### src/sv/uoi_pkg.sv
`timescale 1ns / 1ps
// ----------------------------------------------------------------------------
// uoi_pkg
// Types, constants and the arctangent table for the odometry integrator.
// ----------------------------------------------------------------------------
package uoi_pkg;

  localparam int CORDIC_ITERATIONS_DEF = 16;
  localparam int ATAN_STEPS = 24;
  localparam int ATAN_IW = 5;
  localparam int CORD_W = 34;

  localparam logic signed [31:0] CORDIC_START = 32'sd652032874;
  localparam logic signed [31:0] PHASE_PER_RAD_Q30 = 32'sd1367130551;
  localparam logic [15:0] TIME_STEP_RESET = 16'd1311;

  typedef struct packed {
    logic              opcode;
    logic signed [15:0] cmd_linear;
    logic signed [15:0] cmd_angular;
  } uoi_in_t;

  typedef struct packed {
    logic signed [31:0] odom_x;
    logic signed [31:0] odom_y;
    logic [15:0]        heading_out;
    logic signed [15:0] quat_z;
    logic signed [15:0] quat_w;
    logic signed [15:0] echo_linear;
    logic signed [15:0] echo_angular;
  } uoi_out_t;

  localparam logic OP_COMMAND = 1'b0;
  localparam logic OP_TICK = 1'b1;

  typedef enum logic [3:0] {
    ST_IDLE,
    ST_MUL_VDT,
    ST_MUL_WDT,
    ST_MUL_PH,
    ST_ROUND_PH,
    ST_WAIT_C1,
    ST_MUL_X,
    ST_MUL_Y,
    ST_ADD_Y,
    ST_WAIT_C2,
    ST_DONE
  } uoi_state_t;

  // Arctangent of 2^-i as a binary angle, 2^32 = 2 pi.
  function automatic logic [31:0] atan_angle(input logic [ATAN_IW-1:0] i);
    logic [31:0] a;
    case (i)
      5'd0:  a = 32'd536870912;
      5'd1:  a = 32'd316933406;
      5'd2:  a = 32'd167458907;
      5'd3:  a = 32'd85004756;
      5'd4:  a = 32'd42667331;
      5'd5:  a = 32'd21354465;
      5'd6:  a = 32'd10679838;
      5'd7:  a = 32'd5340245;
      5'd8:  a = 32'd2670163;
      5'd9:  a = 32'd1335087;
      5'd10: a = 32'd667544;
      5'd11: a = 32'd333772;
      5'd12: a = 32'd166886;
      5'd13: a = 32'd83443;
      5'd14: a = 32'd41722;
      5'd15: a = 32'd20861;
      5'd16: a = 32'd10430;
      5'd17: a = 32'd5215;
      5'd18: a = 32'd2608;
      5'd19: a = 32'd1304;
      5'd20: a = 32'd652;
      5'd21: a = 32'd326;
      5'd22: a = 32'd163;
      5'd23: a = 32'd81;
      default: a = 32'd0;
    endcase
    return a;
  endfunction

endpackage

### src/sv/uoi_cordic.sv
`timescale 1ns / 1ps
// ----------------------------------------------------------------------------
// uoi_cordic
// Iterative rotation-mode CORDIC, one micro-rotation per clock cycle.
// ----------------------------------------------------------------------------
module uoi_cordic
  import uoi_pkg::*;
#(
  parameter int CORDIC_ITERATIONS = CORDIC_ITERATIONS_DEF
) (
  input  logic               clk,
  input  logic               rst,
  input  logic               start,
  input  logic [31:0]        angle,
  output logic               busy,
  output logic signed [31:0] cos_out,
  output logic signed [31:0] sin_out
);

  localparam int STEPS = (CORDIC_ITERATIONS > ATAN_STEPS) ? ATAN_STEPS : CORDIC_ITERATIONS;
  localparam int ITW = $clog2(STEPS);

  logic signed [CORD_W-1:0] x;
  logic signed [CORD_W-1:0] y;
  logic signed [CORD_W-1:0] z;
  logic [ITW-1:0]           cnt;
  logic                     flip;

  logic [31:0]              u_turn;
  logic                     need_flip;
  logic [31:0]              u_start;
  logic signed [CORD_W-1:0] xs;
  logic signed [CORD_W-1:0] ys;
  logic signed [CORD_W-1:0] step_angle;

  // Angles outside the right half plane are turned by pi and the result negated.
  always_comb begin
    u_turn = angle + 32'h4000_0000;
    need_flip = u_turn[31];
    u_start = need_flip ? (angle + 32'h8000_0000) : angle;
  end

  always_comb begin
    xs = x >>> cnt;
    ys = y >>> cnt;
    step_angle = CORD_W'(atan_angle(ATAN_IW'(cnt)));
  end

  always_ff @(posedge clk) begin
    if (rst) begin
      busy <= 1'b0;
      cnt <= '0;
    end else if (start && !busy) begin
      busy <= 1'b1;
      cnt <= '0;
    end else if (busy) begin
      if (cnt == ITW'(STEPS - 1)) begin
        busy <= 1'b0;
      end else begin
        cnt <= cnt + 1'b1;
      end
    end
  end

  always_ff @(posedge clk) begin
    if (start && !busy) begin
      x <= CORD_W'(CORDIC_START);
      y <= '0;
      z <= CORD_W'($signed(u_start));
      flip <= need_flip;
    end else if (busy) begin
      if (!z[CORD_W-1]) begin
        x <= x - ys;
        y <= y + xs;
        z <= z - step_angle;
      end else begin
        x <= x + ys;
        y <= y - xs;
        z <= z + step_angle;
      end
    end
  end

  assign cos_out = flip ? 32'(-x) : 32'(x);
  assign sin_out = flip ? 32'(-y) : 32'(y);

endmodule

### src/sv/unicycle_odometry_integrator_unit.sv
`timescale 1ns / 1ps
// ----------------------------------------------------------------------------
// unicycle_odometry_integrator_unit
// Fixed-point dead-reckoning pose integrator for a differential-drive base.
// ----------------------------------------------------------------------------
// Input beats carry an opcode. A command beat latches the forward velocity
// and yaw rate and produces no result. A tick beat advances the pose with
// the heading from before the tick, then the heading itself, and produces one
// result beat: x, y, heading, yaw quaternion and both velocities.
// The block takes one beat at a time; in_stall stays high while a tick is at
// work. Each tick makes two passes through the single iterative CORDIC, one
// micro-rotation a cycle, over a step count that defaults to 16; the result
// is loaded after the second pass, and the block then returns to idle to
// take the next input beat. The products for the position and heading steps
// share one 32x32 multiplier and overlap the two passes.
// The result sits in an output register; a new input beat is taken while it
// waits, but a finished tick holds until the receiver drops out_stall. Reset
// clears the pose and the latched velocities to zero and loads the time step
// with its default of about 0.02 s. The user must write the time step through
// cfg_we and cfg_wdata while the block is idle; the block does not enforce it.
// ----------------------------------------------------------------------------
module unicycle_odometry_integrator_unit
  import uoi_pkg::*;
#(
  parameter int CORDIC_ITERATIONS = CORDIC_ITERATIONS_DEF
) (
  input  logic     clk,
  input  logic     rst,
  input  logic     in_valid,
  output logic     in_stall,
  input  uoi_in_t  in_data,
  output logic     out_valid,
  input  logic     out_stall,
  output uoi_out_t out_data,
  input  logic     cfg_we,
  input  logic [15:0] cfg_wdata
);

  uoi_state_t state;
  uoi_state_t state_next;

  logic [15:0]        time_step;
  logic signed [31:0] x_position;
  logic signed [31:0] y_position;
  logic [31:0]        heading_phase;
  logic signed [15:0] linear_command;
  logic signed [15:0] angular_command;

  logic signed [31:0] vdt;
  logic signed [31:0] cos_reg;
  logic signed [31:0] sin_reg;
  logic signed [63:0] prod;

  logic signed [31:0] mul_a;
  logic signed [31:0] mul_b;
  logic               cord_start;
  logic [31:0]        cord_angle;
  logic               cord_busy;
  logic signed [31:0] cord_cos;
  logic signed [31:0] cord_sin;

  logic in_accept;
  logic out_free;

  assign in_accept = in_valid && !in_stall;
  assign out_free = !out_valid || !out_stall;

  function automatic logic signed [63:0] round_shift(input logic signed [63:0] v,
                                                      input int unsigned s);
    logic [63:0] mag;
    logic [63:0] r;
    mag = v[63] ? 64'(-v) : 64'(v);
    r = (mag + (64'd1 << (s - 1))) >> s;
    return v[63] ? $signed(64'(-r)) : $signed(r);
  endfunction

  function automatic logic signed [31:0] sat_add(input logic signed [31:0] a,
                                                  input logic signed [63:0] d);
    logic signed [32:0] sum;
    sum = {a[31], a} + d[32:0];
    if (sum[32] != sum[31]) begin
      return sum[32] ? 32'sh8000_0000 : 32'sh7FFF_FFFF;
    end
    return sum[31:0];
  endfunction

  function automatic logic signed [15:0] to_q15(input logic signed [31:0] v);
    logic signed [63:0] r;
    r = round_shift(64'(v), 15);
    if (r > 64'sd32767) begin
      return 16'sh7FFF;
    end else if (r < -64'sd32768) begin
      return 16'sh8000;
    end
    return r[15:0];
  endfunction

  uoi_cordic #(
    .CORDIC_ITERATIONS(CORDIC_ITERATIONS)
  ) u_cordic (
    .clk    (clk),
    .rst    (rst),
    .start  (cord_start),
    .angle  (cord_angle),
    .busy   (cord_busy),
    .cos_out(cord_cos),
    .sin_out(cord_sin)
  );

  // Next state.
  always_comb begin
    state_next = state;
    case (state)
      ST_IDLE: begin
        if (in_accept && in_data.opcode == OP_TICK) begin
          state_next = ST_MUL_VDT;
        end
      end
      ST_MUL_VDT:  state_next = ST_MUL_WDT;
      ST_MUL_WDT:  state_next = ST_MUL_PH;
      ST_MUL_PH:   state_next = ST_ROUND_PH;
      ST_ROUND_PH: state_next = ST_WAIT_C1;
      ST_WAIT_C1: begin
        if (!cord_busy) begin
          state_next = ST_MUL_X;
        end
      end
      ST_MUL_X:    state_next = ST_MUL_Y;
      ST_MUL_Y:    state_next = ST_ADD_Y;
      ST_ADD_Y:    state_next = ST_WAIT_C2;
      ST_WAIT_C2: begin
        if (!cord_busy) begin
          state_next = ST_DONE;
        end
      end
      ST_DONE: begin
        if (out_free) begin
          state_next = ST_IDLE;
        end
      end
      default: state_next = ST_IDLE;
    endcase
  end

  // Control outputs and the multiplier operand select.
  always_comb begin
    in_stall = (state != ST_IDLE);
    mul_a = '0;
    mul_b = '0;
    cord_start = 1'b0;
    cord_angle = heading_phase;
    case (state)
      ST_IDLE: begin
        cord_start = in_valid && in_data.opcode == OP_TICK;
        cord_angle = {heading_phase[30:0], 1'b0};
      end
      ST_MUL_VDT: begin
        mul_a = 32'(linear_command);
        mul_b = $signed({16'd0, time_step});
      end
      ST_MUL_WDT: begin
        mul_a = 32'(angular_command);
        mul_b = $signed({16'd0, time_step});
      end
      ST_MUL_PH: begin
        mul_a = prod[31:0];
        mul_b = PHASE_PER_RAD_Q30;
      end
      ST_WAIT_C1: begin
        cord_start = !cord_busy;
      end
      ST_MUL_X: begin
        mul_a = vdt;
        mul_b = cos_reg;
      end
      ST_MUL_Y: begin
        mul_a = vdt;
        mul_b = sin_reg;
      end
      default: begin
      end
    endcase
  end

  always_ff @(posedge clk) begin
    prod <= mul_a * mul_b;
  end

  always_ff @(posedge clk) begin
    if (rst) begin
      state <= ST_IDLE;
      time_step <= TIME_STEP_RESET;
      x_position <= '0;
      y_position <= '0;
      heading_phase <= '0;
      linear_command <= '0;
      angular_command <= '0;
      out_valid <= 1'b0;
    end else begin
      state <= state_next;
      if (cfg_we) begin
        time_step <= cfg_wdata;
      end
      if (state == ST_DONE && out_free) begin
        out_valid <= 1'b1;
      end else if (out_valid && !out_stall) begin
        out_valid <= 1'b0;
      end
      case (state)
        ST_IDLE: begin
          if (in_accept && in_data.opcode == OP_COMMAND) begin
            linear_command <= in_data.cmd_linear;
            angular_command <= in_data.cmd_angular;
          end
        end
        ST_ROUND_PH: begin
          heading_phase <= heading_phase + 32'(round_shift(prod, 30));
        end
        ST_MUL_Y: begin
          x_position <= sat_add(x_position, round_shift(prod, 42));
        end
        ST_ADD_Y: begin
          y_position <= sat_add(y_position, round_shift(prod, 42));
        end
        default: begin
        end
      endcase
    end
  end

  // Datapath registers without reset.
  always_ff @(posedge clk) begin
    if (state == ST_MUL_WDT) begin
      vdt <= prod[31:0];
    end
    if (state == ST_WAIT_C1 && !cord_busy) begin
      cos_reg <= cord_cos;
      sin_reg <= cord_sin;
    end
    if (state == ST_DONE && out_free) begin
      out_data.odom_x <= x_position;
      out_data.odom_y <= y_position;
      out_data.heading_out <= heading_phase[30:15];
      out_data.quat_z <= to_q15(cord_sin);
      out_data.quat_w <= to_q15(cord_cos);
      out_data.echo_linear <= linear_command;
      out_data.echo_angular <= angular_command;
    end
  end

  // A result beat is only ever loaded from the final state of a tick.
  a_result_from_done: assert property (@(posedge clk) disable iff (rst)
    $rose(out_valid) |-> $past(state == ST_DONE))
    else $error("result beat appeared outside the final tick state");

  // A command beat must not start the tick sequence.
  a_command_stays_idle: assert property (@(posedge clk) disable iff (rst)
    (in_accept && in_data.opcode == OP_COMMAND) |=> state == ST_IDLE)
    else $error("command beat left the idle state");

  // The first CORDIC pass must be running when the first multiply starts.
  a_cordic_running: assert property (@(posedge clk) disable iff (rst)
    (state == ST_MUL_VDT) |-> cord_busy)
    else $error("CORDIC not started at tick acceptance");

  // A finished tick waits while the previous result is still held.
  a_done_holds: assert property (@(posedge clk) disable iff (rst)
    (state == ST_DONE && out_valid && out_stall) |=> state == ST_DONE)
    else $error("tick result dropped while the output was stalled");

endmodule
### config.mk
export PLATFORM = sky130hd
export DESIGN_NAME = unicycle_odometry_integrator_unit
export DESIGN_NICKNAME = d
export VERILOG_FILES = /design/src/sv/uoi_pkg.sv /design/src/sv/uoi_cordic.sv /design/src/sv/unicycle_odometry_integrator_unit.sv
export SDC_FILE = /design/constraint.sdc
export NUM_CORES = 2
export LEC_CHECK = 0
export BUFFER_PORTS_ARGS = -buffer_cell sky130_fd_sc_hd__buf_2
export CAP_MARGIN = 0
export CORE_UTILIZATION = 60
export CTS_CLUSTER_SIZE = 10
export DETAILED_ROUTE_END_ITERATION = 6
export PLACE_DENSITY = 0.77
export SLEW_MARGIN = 10
export SYNTH_ARGS = -nofsm -noshare
export SYNTH_HDL_FRONTEND = slang
export SYNTH_SLANG_ARGS = --single-unit
### constraint.sdc
create_clock -name clk -period 14.15 [get_ports clk]
set_input_delay 2.1225 -clock clk [delete_from_list [all_inputs] [get_ports clk]]
set_output_delay 2.1225 -clock clk [all_outputs]
set_load 0.02 [all_outputs]
# ---- After elaboration in Yosys (flattened, before gate mapping)
# Memories as Yosys holds them, arrays and structs flattened. A register that Yosys moved wholly into a read port is not among the register bits.
# Index checks and enable logic that the tools add are counted.
# Widths: inputs -> output; s select.
dict set report word_totals {
  reg_bits 561
  romBits 480
  in_bits 54
  n_memories 1
}
# memory depth word_bits rd rd_ports_with_merged_regs wr line_no
set memory_table {}
lappend memory_table {{(name not given)} 16 30 1 1 0 uoi_pkg.sv:53} ;# case (i)
dict set report op_classes {
  n_addsub 25
  n_mul 1
  magnitude_cmp 4
  eq_ne 17
  shift 2
  muxes 55
  n_bitwise 2
  reduce_logical 23
}
# operator count
set op_table {}
lappend op_table {{$mux 32} 11}
lappend op_table {{$mux 64} 5}
lappend op_table {{$pmux 32 s4} 2}
lappend op_table {{$mux 34} 5}
lappend op_table {{$add 64x15->64 const B} 2}
lappend op_table {{$gt 64x16->1 const B} 2}
lappend op_table {{$lt 64x16->1 const B} 2}
lappend op_table {{$neg 32->64} 2}
lappend op_table {{$neg 49->64} 2}
lappend op_table {{$mux 16} 6}
lappend op_table {{$neg 32->32} 3}
lappend op_table {{$add 34x34->34} 2}
lappend op_table {{$sshr 34x4->34} 2}
lappend op_table {{$sub 34x34->34} 2}
lappend op_table {{$add 33x33->33} 2}
lappend op_table {{$add 64x42->64 const B} 1}
lappend op_table {{$mul 32x32->64} 1}
lappend op_table {{$neg 64->64} 1}
lappend op_table {{$add 62x30->62 const B} 1}
lappend op_table {{$pmux 4 s11} 1}
lappend op_table {{$add 34x33->34} 1}
lappend op_table {{$sub 34x33->34} 1}
lappend op_table {{$mux 33} 1}
lappend op_table {{$neg 22->33} 1}
lappend op_table {{23 further kinds} 70}

# ---- Depth between registers and ports, before layout
dict set report depth {
  word_depth 12
  depth_mapped 41
  depth_no_buf 37
}

# ---- Hierarchy
# A second synthesis with hierarchy kept.
dict set report unflattened {
  hier_cells 8976
  hier_area_um2 79626.4
}
# module n_inst cells_per_inst area_per_inst_um2
set modules_own_cells {}
lappend modules_own_cells {unicycle_odometry_integrator_unit 1 6889 62859.0}
lappend modules_own_cells {uoi_cordic 1 2087 16767.3}

# ---- Least setup slack after synthesis
# OpenSTA, ideal clock, no wires.
dict set report synth_path {
  kind {register -> register}
  from {register state[2]}
  to {register prod[61]}
  arrival_ns 11.423
  t_required_ns 14.078
  slack_ns 2.655
  path_stages_with_launch 38
  cell_sequence {dfxtp_1 nand2b_1 nor3_1 clkbuf_1 a22o_1 clkbuf_1 clkbuf_1 a221o_1 clkbuf_1 nand2_1 fa_1 inv_1 fa_1 inv_1 fa_1 fa_1 inv_1 fa_1 [... 2 more ...] inv_1 fa_1 inv_1 ha_1 a21o_1 a21o_1 a21oi_1 nand2b_1 o21ai_0 o31ai_1 a211oi_1 a2111oi_0 o311ai_0 a2111oi_0 nor3_1 a21o_1 a311oi_1 xnor2_1}
}
dict set report synth_via {
  elab_chain_cells 4
}
# item line_no
set synth_lines {}
lappend synth_lines {{start: declaration} unicycle_odometry_integrator_unit.sv:39} ;# uoi_state_t state;
lappend synth_lines {{start signal: assignment} unicycle_odometry_integrator_unit.sv:200} ;# state <= state_next;
lappend synth_lines {{$eq 4x3->1 (tied with other cells)} unicycle_odometry_integrator_unit.sv:152} ;# case (state)
lappend synth_lines {{$reduce_or 2->1 (no line)} n/a}
lappend synth_lines {{$pmux 32 s4} unicycle_odometry_integrator_unit.sv:152}
lappend synth_lines {{$mul 32x32->64 (*)} unicycle_odometry_integrator_unit.sv:186} ;# prod <= mul_a * mul_b;
lappend synth_lines {{end signal: assignment} unicycle_odometry_integrator_unit.sv:186}
lappend synth_lines {{end: declaration} unicycle_odometry_integrator_unit.sv:52} ;# logic signed [63:0] prod;
# Mark *: on every way between the ends. The rest lies on a longest branch, timed or not.
# A chain may end at the register's enable or synchronous reset.

# ---- Worst setup path in the final report
dict set report layout_path {
  from {register state[1]}
  to {register prod[61]}
}
# Same word-level chain as after synthesis.

==> flow_results.org <==
** Run status
- Result of the run :: finished, violations left
- Violated checks :: design-rule violations

** Worst setup path
- Critical-path top delay cell :: sky130_fd_sc_hd__o31ai_1
- The worst setup path is launched from a flip-flop.
- Data on the critical path is required at its endpoint by 14820 ps.
- Crit-path most repeated cell :: sky130_fd_sc_hd__fa_1
- Startpoint-to-endpoint class of the critical path :: reg2reg
- Crit-path max cell delay :: 1150 ps
- Crit path DAT :: 13800 ps
- Of all nets on the critical path, the largest fanout is 29.
- Category of the worst setup path capture point :: flip-flop

** Logic synthesis
- Warnings from Yosys :: 0
- The synthesized design contains 275 enable-type register cells.
- Post-synthesis sequential area ratio :: 18.2%
- Mean instance size in the synthesized netlist :: 8.74 sq um
- The top cell type by area accounts for 27.2% of the synthesized area.
- Gate count of the mapped netlist :: 9163
- Async set-or-reset flop fraction in the synthesized netlist :: 0%
- Post-Syn Nets :: 10700
- Of all cell types, the one taking the most synthesized area is sky130_fd_sc_hd__fa_1.
- Summing every instance area after synthesis gives 0.0801 sq mm.
- The most used flip-flop cell after synthesis is sky130_fd_sc_hd__dfxtp_1.
- Synthesis inferred 591 register bits.
- Count of unique library cells instantiated by Yosys :: 115
- Leading post-synthesis cells by cell area :: sky130_fd_sc_hd__fa_1 (27%), sky130_fd_sc_hd__edfxtp_1 (10%), sky130_fd_sc_hd__dfxtp_1 (7.9%), sky130_fd_sc_hd__ha_1 (6.2%), sky130_fd_sc_hd__inv_1 (6.1%)

** Final layout
- Relative to the synthesized area, the layout overhead comes to 7.06%.
- Most common library cell in the layout ignoring fill and taps :: sky130_fd_sc_hd__inv_1
- Top library cells by usage in the layout, fill and taps aside :: sky130_fd_sc_hd__inv_1 (1298), sky130_fd_sc_hd__fa_1 (1088), sky130_fd_sc_hd__nand2_1 (1078)
- Register ranked first by flip-flop count :: out_data
- Number of flip-flops in the largest register :: 144
- The post-route netlist has 8.75% of its cells at a drive strength greater than 1.
- Number of fillers in the final layout :: 11000
- Post-route cell area :: 0.0858 sq mm
- Leading registers by flop count :: out_data: 144 flops, prod: 64 flops
- Finished Layout Cells :: 11000
- Final Net Count :: 10700

** Placement
- Setup slack at placement :: 1570 ps
- Once placement finished, the instance area stood at 0.0831 sq mm.
- Routability-driven placement finished with a final weighted congestion of 1.03.
- Input and output buffers added on the ports amount to 199.
- HPWL Detailed :: 198000 microns
- Including well taps, the total number of placed cells is 10800.

** Timing
- Worst setup margin :: 1020 ps
- Max Fclk :: 76.2 MHz
- Dividing the final minimum period by the clock period gives 92.8%.
- Setup repair after global routing left no endpoint under its margin.
- Setup total negative slack on the finished layout was measured at 0 ps.
- Min Clock Period, post-route :: 13130 ps
- Across the routed clock network, the largest skew measured is 77.8 ps.
- Max-slew violation count :: 0
- In this run the tightest slew margin relative to its limit is 8.00%.
- Slew @ Worst Pin :: 1370 ps
- Number of failing hold endpoints at the final stage :: 0
- Count of final setup violators :: 0

** GRT
- After global routing the overflow that remains totals 0.
- Combined global-route utilization of all metal layers :: 38.3%
- The initial antenna violation count is 18.
- Vias in the first global route :: 67900
- The first global-routing pass estimated 398000 microns of wire.
- Maximum number of pins on one net before global-route repair :: 94

** Drt
- Detailed Route Iter0 Violations :: 7299
- In the final routed layout, each cell accounts on average for 23.5 microns.
- Total wire length after detailed routing :: 258000 microns
- DRC violations left :: 1
- Via count normalized by instance count :: 6.23
- Vias after detailed routing :: 68300
- The first detailed-routing pass ran for 7 iterations.
- In this run the remaining antenna-violating nets after routing total 0.

** Flow run
- Count of max-cap constraint violations :: 0

** Clocking
- TritonCTS built the clock tree.
- Post-CTS timing repair inserted 0 buffers for setup.
- The later pin in the worst-skew pair is clocked with a latency of 740 ps.
- The clock tree synthesis step divided the H-tree into 3 levels.
- Number of CTS-inserted buffers :: 78
- Buffers inserted to repair hold after CTS numbered 0.
- After clock tree synthesis, the clock-pin slew on the worst setup and hold paths is 60 ps.
- Root cell of the clock tree :: sky130_fd_sc_hd__clkbuf_16
- CTS resizes :: 0
- The clock passes through at most 3 buffers.
- Counting every sink on the clock net gives 591.

** Pwr
- Power Dens Cells :: 122 mW/mm^2
- Standby leakage power :: 38.6 nW
- VDD sags by at most 0.185 mV.
- Total power consumption of the routed design :: 10.4 mW

** Die
- Overall die height :: 367 microns
- Core Box Area :: 0.132 sq mm
- The floorplan has 133 rows.
- Die outline width :: 367 microns
- 200 I/O pins were placed.
- The die covers 0.135 sq mm.
- The initial utilization of the core area, before any placement, comes to 60.7%.

** Min path
- Tightest Hold Check Type :: reg2reg
==> per-layer routing <==
metal | vias to the layer above | GRT usage [%] | wire, microns
met2 | 3722 | 58.3 | 113000
met1 | 33500 | 50.2 | 99100
met5 | - | 0 | 107
met3 | 905 | 9.16 | 27600
met4 | 16 | 21.8 | 17500
li1 | 30200 | - | -
==> layout make-up <==
type	count	area (sq um)	area share, %
clock inverters	21	338	0.394
clock buffers	122	2300	2.68
repair buffers	372	2300	2.68
diodes	11	27.5	0.0321
inverters	1308	4910	5.72
flip-flops and latches	591	14600	17.0
well taps	1755	2200	2.56
multi-input cells	6784	59100	68.9
==> synth_stat cells (69+ instances only) <==
master / count
sky130_fd_sc_hd__ha_1: 399
sky130_fd_sc_hd__mux2i_1: 86
sky130_fd_sc_hd__clkbuf_1: 408
sky130_fd_sc_hd__a31oi_1: 91
sky130_fd_sc_hd__xor2_1: 199
sky130_fd_sc_hd__mux4_2: 69
sky130_fd_sc_hd__a211oi_1: 98
sky130_fd_sc_hd__fa_1: 1088
sky130_fd_sc_hd__nand2b_1: 73
sky130_fd_sc_hd__and2_1: 76
sky130_fd_sc_hd__nor3_1: 147
sky130_fd_sc_hd__o21ai_0: 291
sky130_fd_sc_hd__nand3_1: 125
sky130_fd_sc_hd__nand2_1: 1078
sky130_fd_sc_hd__edfxtp_1: 275
sky130_fd_sc_hd__inv_1: 1299
sky130_fd_sc_hd__xnor2_1: 394
sky130_fd_sc_hd__a21oi_1: 454
sky130_fd_sc_hd__nor2_1: 958
sky130_fd_sc_hd__a21o_1: 90
sky130_fd_sc_hd__dfxtp_1: 316
==> worst max-delay path, delay by kind of cell, from the launching register on <==
kind            cells  cell delay, ps
xor+xnor            1             150
buf+inv             8            1290
simple gates        5            1520
fa+ha+maj           9            4460
flops               1             610
compound gates     12            4980
==> cell families (layout without fill, tap and decap cells) <==
group | after synthesis | after routing | synth area share (%)
AOI/OAI and AO/OA | 1545 | 1545 | 12.6
DFF | 591 | 591 | 18.2
adders and majority gates | 1518 | 1518 | 33.8
muxes | 221 | 221 | 3.94
other | 0 | 11 | 0
and+or+nand+nor | 2898 | 2898 | 16.3
buffers and inverters | 1788 | 1823 | 8.43
xor gates and xnor gates | 602 | 602 | 6.67
==> final timing paths <==
check                      start  cells past startpoint       endpoint  slack (ps)
setup / recovery        state[1]                     35       prod[61]        1020
hold / removal    x_position[13]                      0  out_data[125]         460
setup reg to reg        state[1]                     35       prod[61]        1020
hold reg to reg   x_position[13]                      0  out_data[125]         460
==> stage by stage <==
stage | hold WS (ps) | utilization [%]
floorplan | 403 | -
global placement | 442 | 63.0
detailed placement | 448 | 63.0
CTS | 462 | 65.0
global route | 475 | 65.0
finish | 462 | 65.0
==> power breakdown <==
part | switching [mW] | internal (mW)
combinational | 3.63 | 2.34
sequential | 0.347 | 2.06
clock | 0.868 | 1.19
total | 4.84 | 5.59
(Power assumes the default switching activity.)
